`src/rtl/tao_pkg.sv`:
```
// types, constants and microcode program of the temporal occlusion accumulator
`timescale 1ns / 1ps

package tao_pkg;

  localparam int unsigned CoordW    = 32;
  localparam int unsigned AoPortW   = 16;
  localparam int unsigned CountW    = 6;
  localparam int unsigned SqW       = 2 * CoordW;       // one squared coordinate difference
  localparam int unsigned SumW      = SqW + 2;          // sum of three squares
  localparam int unsigned RootW     = SqW / 2;          // integer square root width
  localparam int unsigned LoopN     = RootW;            // iterations of the shared loop step
  localparam int unsigned IterW     = $clog2(LoopN);
  localparam int unsigned DvdW      = LoopN;            // dividend padded to the loop length
  localparam int unsigned StepW     = 3;

  localparam logic [CoordW-1:0] ErrorLimitReset = 32'd6554;
  localparam logic [CountW-1:0] CountLimitReset = 6'd32;

  // configuration register indexes
  localparam logic RegErrorLimit = 1'b0;
  localparam logic RegCountLimit = 1'b1;

  // sequencer steps
  localparam logic [StepW-1:0] StepWait  = 3'd0;
  localparam logic [StepW-1:0] StepSqX   = 3'd1;
  localparam logic [StepW-1:0] StepSqY   = 3'd2;
  localparam logic [StepW-1:0] StepSqZ   = 3'd3;
  localparam logic [StepW-1:0] StepSqLim = 3'd4;
  localparam logic [StepW-1:0] StepSetup = 3'd5;
  localparam logic [StepW-1:0] StepLoop  = 3'd6;
  localparam logic [StepW-1:0] StepEmit  = 3'd7;

  typedef enum logic [1:0] {
    CondNone,
    CondWaitIn,
    CondLoop,
    CondHold
  } cond_e;

  typedef enum logic [1:0] {
    SqDx,
    SqDy,
    SqDz,
    SqLim
  } sq_sel_e;

  typedef enum logic [1:0] {
    AccKeep,
    AccLoad,
    AccAdd
  } acc_op_e;

  typedef struct packed {
    cond_e            cond;
    logic [StepW-1:0] target;
    logic             sq_en;
    sq_sel_e          sq_sel;
    acc_op_e          acc_op;
    logic             setup;
    logic             iter;
    logic             emit;
  } ctl_t;

  function automatic ctl_t ucode(input logic [StepW-1:0] step);
    ctl_t c;
    c = '{cond: CondNone, target: StepWait, sq_en: 1'b0, sq_sel: SqDx,
          acc_op: AccKeep, setup: 1'b0, iter: 1'b0, emit: 1'b0};
    case (step)
      StepWait: begin
        c.cond   = CondWaitIn;
        c.target = StepWait;
      end
      StepSqX: begin
        c.sq_en  = 1'b1;
        c.sq_sel = SqDx;
      end
      StepSqY: begin
        c.sq_en  = 1'b1;
        c.sq_sel = SqDy;
        c.acc_op = AccLoad;
      end
      StepSqZ: begin
        c.sq_en  = 1'b1;
        c.sq_sel = SqDz;
        c.acc_op = AccAdd;
      end
      StepSqLim: begin
        c.sq_en  = 1'b1;
        c.sq_sel = SqLim;
        c.acc_op = AccAdd;
      end
      StepSetup: begin
        c.setup = 1'b1;
      end
      StepLoop: begin
        c.iter   = 1'b1;
        c.cond   = CondLoop;
        c.target = StepLoop;
      end
      StepEmit: begin
        // falls through to step 0 by wrap of the step counter
        c.emit   = 1'b1;
        c.cond   = CondHold;
        c.target = StepEmit;
      end
      default: begin
        c.cond   = CondNone;
      end
    endcase
    return c;
  endfunction

endpackage

```
`src/rtl/temporal_ao_accumulator.sv`:
```
// top level: reprojection distance, sample count and running occlusion blend
//
//   channel | signals                                   | direction | handshake
//   --------+-------------------------------------------+-----------+-----------------
//   in      | pos_x/y/z_i, prev_x/y/z_i, new_ao_i       | input     | in_valid_i/in_ready_o
//   out     | accum_ao_o, reproj_dist_o, samples_used_o | output    | out_valid_o/out_ready_i
//   cfg     | cfg_idx_i, cfg_wdata_i                    | input     | cfg_we_i, no wait
//
// an item passes through the wait step, four multiply steps, one decision step, the
// shared loop step repeated once per root bit (the square root takes two radicand
// bits and gives one root bit, the divide gives one quotient bit per pass) and one
// emit step, after which the step counter wraps back to the wait step
// the result sits in an output register, so the next item is taken while it waits;
// the emit step stalls only if the previous result has not yet been taken
// reset clears the step counter, running count and occlusion, and loads register defaults
`timescale 1ns / 1ps

module temporal_ao_accumulator
  import tao_pkg::*;
#(
  parameter int unsigned AO_BITS = 16
) (
  input  logic                clk_i,
  input  logic                rst_ni,

  input  logic                cfg_we_i,
  input  logic                cfg_idx_i,
  input  logic [CoordW-1:0]   cfg_wdata_i,

  input  logic                in_valid_i,
  output logic                in_ready_o,
  input  logic [CoordW-1:0]   pos_x_i,
  input  logic [CoordW-1:0]   pos_y_i,
  input  logic [CoordW-1:0]   pos_z_i,
  input  logic [CoordW-1:0]   prev_x_i,
  input  logic [CoordW-1:0]   prev_y_i,
  input  logic [CoordW-1:0]   prev_z_i,
  input  logic [AoPortW-1:0]  new_ao_i,

  output logic                out_valid_o,
  input  logic                out_ready_i,
  output logic [AoPortW-1:0]  accum_ao_o,
  output logic [CoordW-1:0]   reproj_dist_o,
  output logic [CountW-1:0]   samples_used_o
);

  localparam int unsigned AoWideW = (AO_BITS > AoPortW) ? AO_BITS : AoPortW;

  // configuration
  logic [CoordW-1:0] error_limit_q;
  logic [CountW-1:0] count_limit_q;

  // sequencer
  logic [StepW-1:0] pc_q, pc_d;
  ctl_t             ctl;
  logic             taken;
  logic             in_acc;
  logic             out_blocked;
  logic             do_emit;

  // captured item
  logic [CoordW-1:0]  dx_q, dy_q, dz_q;
  logic [AO_BITS-1:0] new_q;

  // multiply and sum
  logic [CoordW-1:0] sq_in;
  logic [SqW-1:0]    prod_q;
  logic [SumW-1:0]   acc_q;

  // state
  logic [CountW-1:0]  running_count_q;
  logic [AO_BITS-1:0] running_ao_q;

  // loop datapath
  logic [IterW-1:0]   iter_q;
  logic [SqW-1:0]     num_q;
  logic [RootW-1:0]   root_q;
  logic [RootW:0]     rem_q;
  logic               over_q;
  logic [DvdW-1:0]    dvd_q;
  logic [CountW-1:0]  drem_q;
  logic [CountW-1:0]  divisor_q;
  logic               neg_q;

  // output register
  logic               out_valid_q;
  logic [AoPortW-1:0] accum_q;
  logic [CoordW-1:0]  dist_q;
  logic [CountW-1:0]  cnt_out_q;

  // absolute difference of two signed coordinates, fits in 32 bits
  function automatic logic [CoordW-1:0] abs_diff(input logic [CoordW-1:0] a,
                                                 input logic [CoordW-1:0] b);
    logic [CoordW:0] d;
    d = {a[CoordW-1], a} - {b[CoordW-1], b};
    return d[CoordW] ? CoordW'(-d) : d[CoordW-1:0];
  endfunction

  assign ctl         = ucode(pc_q);
  assign in_ready_o  = (pc_q == StepWait);
  assign in_acc      = in_valid_i && in_ready_o;
  assign out_blocked = out_valid_q && !out_ready_i;
  assign do_emit     = ctl.emit && !out_blocked;

  always_comb begin
    case (ctl.cond)
      CondNone:   taken = 1'b0;
      CondWaitIn: taken = !in_acc;
      CondLoop:   taken = (iter_q != '0);
      CondHold:   taken = out_blocked;
      default:    taken = 1'b0;
    endcase
    pc_d = taken ? ctl.target : StepW'(pc_q + 1'b1);
  end

  always_comb begin
    case (ctl.sq_sel)
      SqDx:    sq_in = dx_q;
      SqDy:    sq_in = dy_q;
      SqDz:    sq_in = dz_q;
      SqLim:   sq_in = error_limit_q;
      default: sq_in = dx_q;
    endcase
  end

  // new sample masked to AO_BITS
  logic [AoWideW-1:0] new_wide;
  assign new_wide = AoWideW'(new_ao_i);

  // decision: count update and blend setup
  logic              good;
  logic [CountW-1:0] lim;
  logic [CountW-1:0] cnt_next;
  logic [AO_BITS:0]  ao_diff;
  logic [AO_BITS:0]  ao_mag;

  always_comb begin
    good     = (acc_q[SumW-1:SqW] == '0) && (acc_q[SqW-1:0] < prod_q);
    lim      = (count_limit_q == '0) ? CountW'(1) : count_limit_q;
    if (good) begin
      cnt_next = (running_count_q < lim) ? CountW'(running_count_q + 1'b1) : lim;
    end else begin
      cnt_next = CountW'(1);
    end
    ao_diff  = {1'b0, new_q} - {1'b0, running_ao_q};
    ao_mag   = ao_diff[AO_BITS] ? (AO_BITS + 1)'(-ao_diff) : ao_diff;
  end

  // one pass of the shared loop: one root bit from two radicand bits, one quotient bit
  logic [RootW+2:0] rem_sh;
  logic [RootW+2:0] trial;
  logic             root_bit;
  logic [CountW:0]  drem_sh;
  logic             q_bit;

  always_comb begin
    rem_sh   = {rem_q, num_q[SqW-1 -: 2]};
    trial    = (RootW + 3)'({root_q, 2'b01});
    root_bit = (rem_sh >= trial);
    drem_sh  = {drem_q, dvd_q[DvdW-1]};
    q_bit    = (drem_sh >= {1'b0, divisor_q});
  end

  // emit: blend and saturate the distance
  logic [AO_BITS-1:0] quot;
  logic [AO_BITS-1:0] ao_next;
  logic [AoWideW-1:0] ao_wide;

  always_comb begin
    quot    = dvd_q[AO_BITS-1:0];
    ao_next = neg_q ? AO_BITS'(running_ao_q - quot) : AO_BITS'(running_ao_q + quot);
    ao_wide = AoWideW'(ao_next);
  end

  // control state
  always_ff @(posedge clk_i or negedge rst_ni) begin
    if (!rst_ni) begin
      pc_q            <= StepWait;
      error_limit_q   <= ErrorLimitReset;
      count_limit_q   <= CountLimitReset;
      running_count_q <= '0;
      running_ao_q    <= '0;
      out_valid_q     <= 1'b0;
    end else begin
      pc_q <= pc_d;
      if (cfg_we_i) begin
        if (cfg_idx_i == RegErrorLimit) begin
          error_limit_q <= cfg_wdata_i;
        end else if (cfg_idx_i == RegCountLimit) begin
          count_limit_q <= cfg_wdata_i[CountW-1:0];
        end
      end
      if (ctl.setup) begin
        running_count_q <= cnt_next;
      end
      if (do_emit) begin
        running_ao_q <= ao_next;
        out_valid_q  <= 1'b1;
      end else if (out_ready_i) begin
        out_valid_q  <= 1'b0;
      end
    end
  end

  // datapath
  always_ff @(posedge clk_i) begin
    if (in_acc) begin
      dx_q  <= abs_diff(pos_x_i, prev_x_i);
      dy_q  <= abs_diff(pos_y_i, prev_y_i);
      dz_q  <= abs_diff(pos_z_i, prev_z_i);
      new_q <= new_wide[AO_BITS-1:0];
    end
    if (ctl.sq_en) begin
      prod_q <= SqW'(sq_in) * SqW'(sq_in);
    end
    case (ctl.acc_op)
      AccKeep: acc_q <= acc_q;
      AccLoad: acc_q <= SumW'(prod_q);
      AccAdd:  acc_q <= acc_q + SumW'(prod_q);
      default: acc_q <= acc_q;
    endcase
    if (ctl.setup) begin
      iter_q    <= IterW'(LoopN - 1);
      num_q     <= acc_q[SqW-1:0];
      over_q    <= (acc_q[SumW-1:SqW] != '0);
      root_q    <= '0;
      rem_q     <= '0;
      dvd_q     <= DvdW'(ao_mag);
      drem_q    <= '0;
      divisor_q <= cnt_next;
      neg_q     <= ao_diff[AO_BITS];
    end else if (ctl.iter) begin
      iter_q <= IterW'(iter_q - 1'b1);
      num_q  <= {num_q[SqW-3:0], 2'b00};
      root_q <= {root_q[RootW-2:0], root_bit};
      rem_q  <= root_bit ? (RootW + 1)'(rem_sh - trial) : rem_sh[RootW:0];
      drem_q <= q_bit ? CountW'(drem_sh - {1'b0, divisor_q}) : drem_sh[CountW-1:0];
      dvd_q  <= {dvd_q[DvdW-2:0], q_bit};
    end
    if (do_emit) begin
      accum_q   <= ao_wide[AoPortW-1:0];
      dist_q    <= over_q ? '1 : root_q;
      cnt_out_q <= running_count_q;
    end
  end

  assign out_valid_o    = out_valid_q;
  assign accum_ao_o     = accum_q;
  assign reproj_dist_o  = dist_q;
  assign samples_used_o = cnt_out_q;

endmodule
```
`config.mk`:
```
export PLATFORM = sky130hd
export DESIGN_NAME = temporal_ao_accumulator
export DESIGN_NICKNAME = d
export VERILOG_FILES = /design/src/rtl/tao_pkg.sv /design/src/rtl/temporal_ao_accumulator.sv
export SDC_FILE = /design/constraint.sdc
export NUM_CORES = 2
export LEC_CHECK = 0
export BUFFER_PORTS_ARGS = -buffer_cell sky130_fd_sc_hd__buf_2
export CAP_MARGIN = 0
export CORE_MARGIN = 4
export CORE_UTILIZATION = 40
export CTS_BUF_LIST = sky130_fd_sc_hd__clkbuf_8
export CTS_CLUSTER_SIZE = 40
export DETAILED_ROUTE_END_ITERATION = 12
export PLACE_DENSITY = 0.56
export SETUP_SLACK_MARGIN = 0.4
export SYNTH_ARGS = -nofsm -noshare
export SYNTH_HDL_FRONTEND = slang
export SYNTH_SLANG_ARGS = --single-unit
```
`constraint.sdc`:
```
create_clock -name clk_i -period 10.97 [get_ports clk_i]
set_clock_uncertainty 0.1 [all_clocks]
set_input_delay 1.097 -clock clk_i [delete_from_list [all_inputs] [get_ports clk_i]]
set_output_delay 1.097 -clock clk_i [all_outputs]
set_load 0.02 [all_outputs]
```
==> After elaboration in Yosys (flattened, before gate mapping) <==
Index checks and enable logic that the tools add are counted.
{ "totals": {"regBits": 540, "input_bits": 246, "out_inout_bits": 56, "elab_cells": 108} }
{ "classes": {"n_addsub": 16, "mul": 1, "order_cmp": 4, "eq_ne": 15, "muxes": 26, "bitwise_logic": 1, "n_reduce_logical": 20} }
{ "op_table": {"columns": ["operator", "n"], "rows": [
  ["one-hot mux 66 bit (2 select lines)", 1],
  ["two-way mux 64 bit", 2],
  ["one-hot mux 32 bit (4 select lines)", 1],
  ["subtractor 32 x 32 -> 33 bit", 3],
  ["two-way mux 32 bit", 3],
  ["negator 32 bit", 3],
  ["adder 66 x 64 -> 66 bit", 1],
  ["< comparator 64 bit", 1],
  ["multiplier 32 x 32 -> 64 bit", 1],
  ["two-way mux 17 bit", 3],
  [">= comparator 35 x 34 -> 1 bit", 1],
  ["two-way mux 33 bit", 1],
  ["subtractor 33 bit", 1],
  ["two-way mux 6 bit", 4],
  ["negator 17 bit", 1],
  ["subtractor 16 x 16 -> 17 bit", 1],
  ["adder 16 bit", 1],
  ["two-way mux 16 bit", 1],
  ["subtractor 16 bit", 1],
  ["one-hot mux 5 bit (3 select lines)", 1],
  ["== test 3 bit (second input constant)", 4],
  ["one-hot mux 3 bit (4 select lines)", 1],
  ["== test 2 bit (second input constant)", 5],
  ["nonzero test 2 bit", 4],
  ["22 further kinds", 37]
]} }

==> Longest topological paths before layout <==
{ "logic_depth": {"ltp_word": 5, "ltp_mapped": 41} }

==> Least setup slack after synthesis <==
No wires, ideal clock.
{ "synth_timing": {"path_kind": "flip-flop to flip-flop", "startpoint": "reg pc_q[0]", "endpoint": "reg prod_q[58], data pin", "setup_time_ns": 0.261, "arrival_ns": 9.110, "t_required_ns": 10.609, "path_slack_ns": 1.500, "path_stages_with_launch": 39, "n_path_buf": 4, "period_less_slack_ns": 9.470, "path_cell_list": "dfrtp_1 > inv_1 > ha_1 > nand2b_1 > and3_1 > clkbuf_1 > clkbuf_1 > a221oi_1 > nand2_1 > o21a_1 > clkbuf_1 > buf_1 > nand2_1 > fa_1 > inv_1 > fa_1 > inv_1 > fa_1 > [... 3 more ...] > inv_1 > fa_1 > inv_1 > fa_1 > inv_1 > fa_1 > inv_1 > ha_1 > a21o_1 > a21o_1 > a21oi_1 > o21ai_0 > a211o_1 > o2111ai_1 > a21oi_1 > o21ai_0 > o21ai_0 > o311a_1"} }
{ "synth_via": {"elab_chain_cells": 5} }
{ "synth_rtl": {"columns": ["element", "line_no", "rtl"], "rows": [
  ["from (decl)", "temporal_ao_accumulator.sv:54", "logic [StepW-1:0] pc_q, pc_d;"],
  ["from (signal assigned)", "temporal_ao_accumulator.sv:178", "pc_q <= StepWait;"],
  ["from (signal assigned)", "temporal_ao_accumulator.sv:185", "pc_q <= pc_d;"],
  ["== test 3 bit (tied with other cells)", "tao_pkg.sv:69", "case (step)"],
  ["one-hot mux 3 bit (4 select lines) *", "tao_pkg.sv:69", null],
  ["== test 2 bit (tied with other cells)", "temporal_ao_accumulator.sv:117", "case (ctl.sq_sel)"],
  ["one-hot mux 32 bit (4 select lines) *", "temporal_ao_accumulator.sv:117", null],
  ["multiplier 32 x 32 -> 64 bit *", "temporal_ao_accumulator.sv:214", "prod_q <= SqW'(sq_in) * SqW'(sq_in);"],
  ["to (signal assigned)", "temporal_ao_accumulator.sv:214", null],
  ["to (decl)", "temporal_ao_accumulator.sv:67", "logic [SqW-1:0] prod_q;"]
]} }
Every way passes the cells marked *; elsewhere a longest branch is shown, timed or not.
A chain may end at the register's enable or synchronous reset.

==> Final worst setup path <==
{ "layout_timing": {"startpoint": "reg pc_q[0]", "endpoint": "reg prod_q[61], data pin"} }
Same word-level chain as after synthesis.

==> summary.md <==
| Metric | Value |
|---|---|
| Reg area | `0.01496 mm^2` |
| Worst Path Max Fanout | `23` |
| Gr busiest metal | `met2` |
| Clock root cell | `clkbuf_8` |
| Final min period | `10.09 ns` |
| Syn_nets | `9,089` |
| Seq/Total Area, Yosys | `22.38%` |
| Die footprint | `0.1737 mm^2` |
| Routed vias | `52,312` |
| Synth cell types | `93` |
| Most frequent CP cell | `fa_1` |
| Post-route cell area | `0.07338 mm^2` |
| Worst Setup End Kind | `flip-flop` |
| Setup violations, final | `0` |
| Critical setup path kind | `flip-flop to flip-flop` |
| DP Wirelength | `158,100 um` |
| CTS Buffer Depth | `3` |
| Clock slew at reported path FFs | `0.06 ns` |
| Final worst slack | `0.8823 ns` |
| CP bufs+invs | `7` |
| Fill count | `16,438` |
| Row cnt | `149` |
| I/O pins | `302` |
| EDFF count, synth | `384` |
| Outcome | `finished, final reports clean` |
| Mapped cell area | `0.06686 mm^2` |
| Clk_lat worst skew | `0.83 ns` |
| Total Neg Setup Slack | `0 ns` |
| Global Route met1 Usage | `30.75%` |
| Worst EP required | `11.40 ns` |
| H-tree levels | `3` |
| First-iteration detailed-routing DRC count | `3,504` |
| Slew HR | `21.67%` |
| Die extent in y | `416.8 um` |
| Antenna Nets Post-Route | `0` |
| Num CTS Buffers | `95` |
| Worst stage delay on the critical path | `0.56 ns` |
| Slew @ Worst Pin | `1.170 ns` |
| GRT met2 Usage | `36.29%` |
| Largest net degree at the start of global routing | `85` |
| CP arrival | `10.52 ns` |
| RSZ-0062 raised after global routing | `false` |
| CP top delay family | `adder cells` |
| Commonest non-fill, non-tap cells in the layout | `inv_1, fa_1, nand2_1, ha_1, nor2_1` |
| Vias in the first global route | `54,144` |
| FMAX | `0.09913 GHz` |
| First-pass GRT wire length | `307,000 um` |
| GRT overflow | `0` |
| Yosys reg bits | `539` |
| Final #Nets | `9,360` |
| CP startpoint kind | `flip-flop` |
| Initial Util | `40.38%` |
| Drt pass-1 iters | `5` |
| CTS sink cnt | `539` |
| M3 GR Usage | `3.692%` |
| Fin crit share | `91.96%` |
| Post-Place Cell Area | `0.07119 mm^2` |
| Ys async rst share | `11.87%` |
| Placer Congestion | `0.9322` |
| Ys flop type | `edfxtp_1` |
| Layout cells sized above 1 | `9.741%` |
| Input/output buffers | `301` |
| Core ar. | `0.1655 mm^2` |
| Area of the multi-input gates | `0.04573 mm^2` |
| CP max stage cell | `fa_1` |
| Post-route DRC | `0` |
| Worst hold path type | `flip-flop to flip-flop` |
| CTS tree | `built` |
| Final Util | `44.33%` |
| Slew Limit Fails | `0` |
| Synth Instances | `7,440` |
| Commonest non-fill, non-tap cell in the layout | `inv_1` |
| Final Hold Fails | `0` |
| WL final | `193,900 um` |
| Area Growth Syn to Fin | `9.762%` |
| DR WL/cell | `19.41 um` |
| All-Layer GR Usage | `22.32%` |
| Place WS | `0.2146 ns` |
| Total number of yosys warnings | `0` |
| Initial antenna violation count | `10` |
| DR vias/cell | `5.236` |
| Max cap viols | `0` |
| Chip width | `416.8 um` |
| Post-synthesis area per instance | `8.986 um^2` |
metal layers:
layer	vias up	part of all wire, %
met5	-	0.0067
met4	2	3.0
met3	322	6.3
met2	1535	45
met1	25491	45
li1	24962	-
worst register-to-register path, delay by kind of cell (launching register included):
kind | cells | cell delay [ns]
xor+xnor | 1 | 0.09
simple gates | 5 | 1.15
fa+ha+maj | 10 | 4.85
flops | 1 | 0.40
compound gates | 10 | 2.31
buf+inv | 7 | 0.93
cells by family after synthesis:
| kind of cell | Yosys count | share of synthesized area, % |
|---|---|---|
| mux | 84 | 1.344 |
| fa+ha+maj | 1403 | 35.22 |
| xor+xnor | 374 | 4.900 |
| simple gates | 1944 | 13.06 |
| buf+inv | 1687 | 9.490 |
| flops | 539 | 22.38 |
| compound gates | 1409 | 13.60 |
state kept, by name, indices dropped and copies added, names as in the netlist, 6 cells and up:
| signal | flops |
|---|---|
| acc_q | 66 |
| accum_ao_o | 16 |
| count_limit_q | 6 |
| divisor_q | 6 |
| drem_q | 6 |
| dvd_q | 32 |
| dx_q | 32 |
| dy_q | 32 |
| dz_q | 32 |
| error_limit_q | 32 |
| new_q | 16 |
| num_q | 64 |
| prod_q | 63 |
| rem_q | 33 |
| reproj_dist_o | 32 |
| root_q | 32 |
| running_ao_q | 16 |
| running_count_q | 6 |
| samples_used_o | 6 |
metrics by stage:
stage	std cells	hold WS, ns
floorplan	7440	0.3254
global placement	9793	0.3376
detailed placement	9793	0.3492
CTS	9971	0.2676
global route	9990	0.3064
finish	9991	0.3528
cells in the mapped netlist (16+ instances only):
library cell | instances | area share (%)
dfxtp_1 | 91 | 2.7
clkbuf_1 | 236 | 1.3
a21o_1 | 150 | 1.7
dfrtp_1 | 56 | 2.1
nor2_1 | 585 | 3.3
a211oi_1 | 48 | 0.54
o31ai_1 | 34 | 0.38
xor2_1 | 124 | 1.6
or2_2 | 60 | 0.56
ha_1 | 605 | 11
inv_1 | 1410 | 7.9
nand2b_1 | 54 | 0.51
buf_1 | 22 | 0.12
nor3b_1 | 17 | 0.19
a21oi_1 | 395 | 3.0
edfxtp_1 | 384 | 17
o211ai_1 | 33 | 0.37
nor4_1 | 29 | 0.27
and2_1 | 29 | 0.27
mux2_2 | 46 | 0.77
a22o_1 | 17 | 0.22
a2111oi_0 | 16 | 0.21
nand4_1 | 46 | 0.43
nand2_1 | 763 | 4.3
nor2b_1 | 42 | 0.39
xnor2_1 | 250 | 3.3
and3_1 | 35 | 0.33
o21bai_1 | 79 | 0.89
o21ai_0 | 290 | 2.2
a31oi_1 | 35 | 0.33
nand3_1 | 101 | 0.76
a221oi_1 | 37 | 0.48
o21a_1 | 56 | 0.63
o22ai_1 | 39 | 0.36
or3_1 | 39 | 0.36
o21ai_1 | 19 | 0.14
mux2i_1 | 38 | 0.57
fa_1 | 798 | 24
nor3_1 | 83 | 0.62
layout make-up:
cell class	count	share of cell area (%)
diodes	10	0.03410
multi-input cells	5215	62.32
repair buffers	441	3.524
well taps	2189	3.732
flip-flops and latches	539	20.39
clock inverters	77	0.8321
clock buffers	101	1.894
inverters	1419	7.274
what timing repair did:
item | 4_1_cts | 5_1_grt
pin swaps | 0 | 1
setup endpoints to repair | 7 | 20
gates cloned | 0 | 1
buffers inserted | 0 | 9
gates resized for setup | 4 | 15
hold buffers | 0 | 0
worst paths after layout:
kind | startpoint | end | slack [ns] | cells after the start
setup / recovery | pc_q[0] | prod_q[61] | 0.88 | 33
hold / removal | dvd_q[30] | dvd_q[31] | 0.35 | 2
setup reg to reg | pc_q[0] | prod_q[61] | 0.88 | 33
hold reg to reg | dvd_q[30] | dvd_q[31] | 0.35 | 2
max in group asynchronous | rst_ni | error_limit_q[27] | 9.73 | 2
min in group asynchronous | rst_ni | running_ao_q[15] | 0.41 | 2
Power is not shown: default switching activity piles up to over one toggle a cycle in this logic, so the estimate is an artifact.
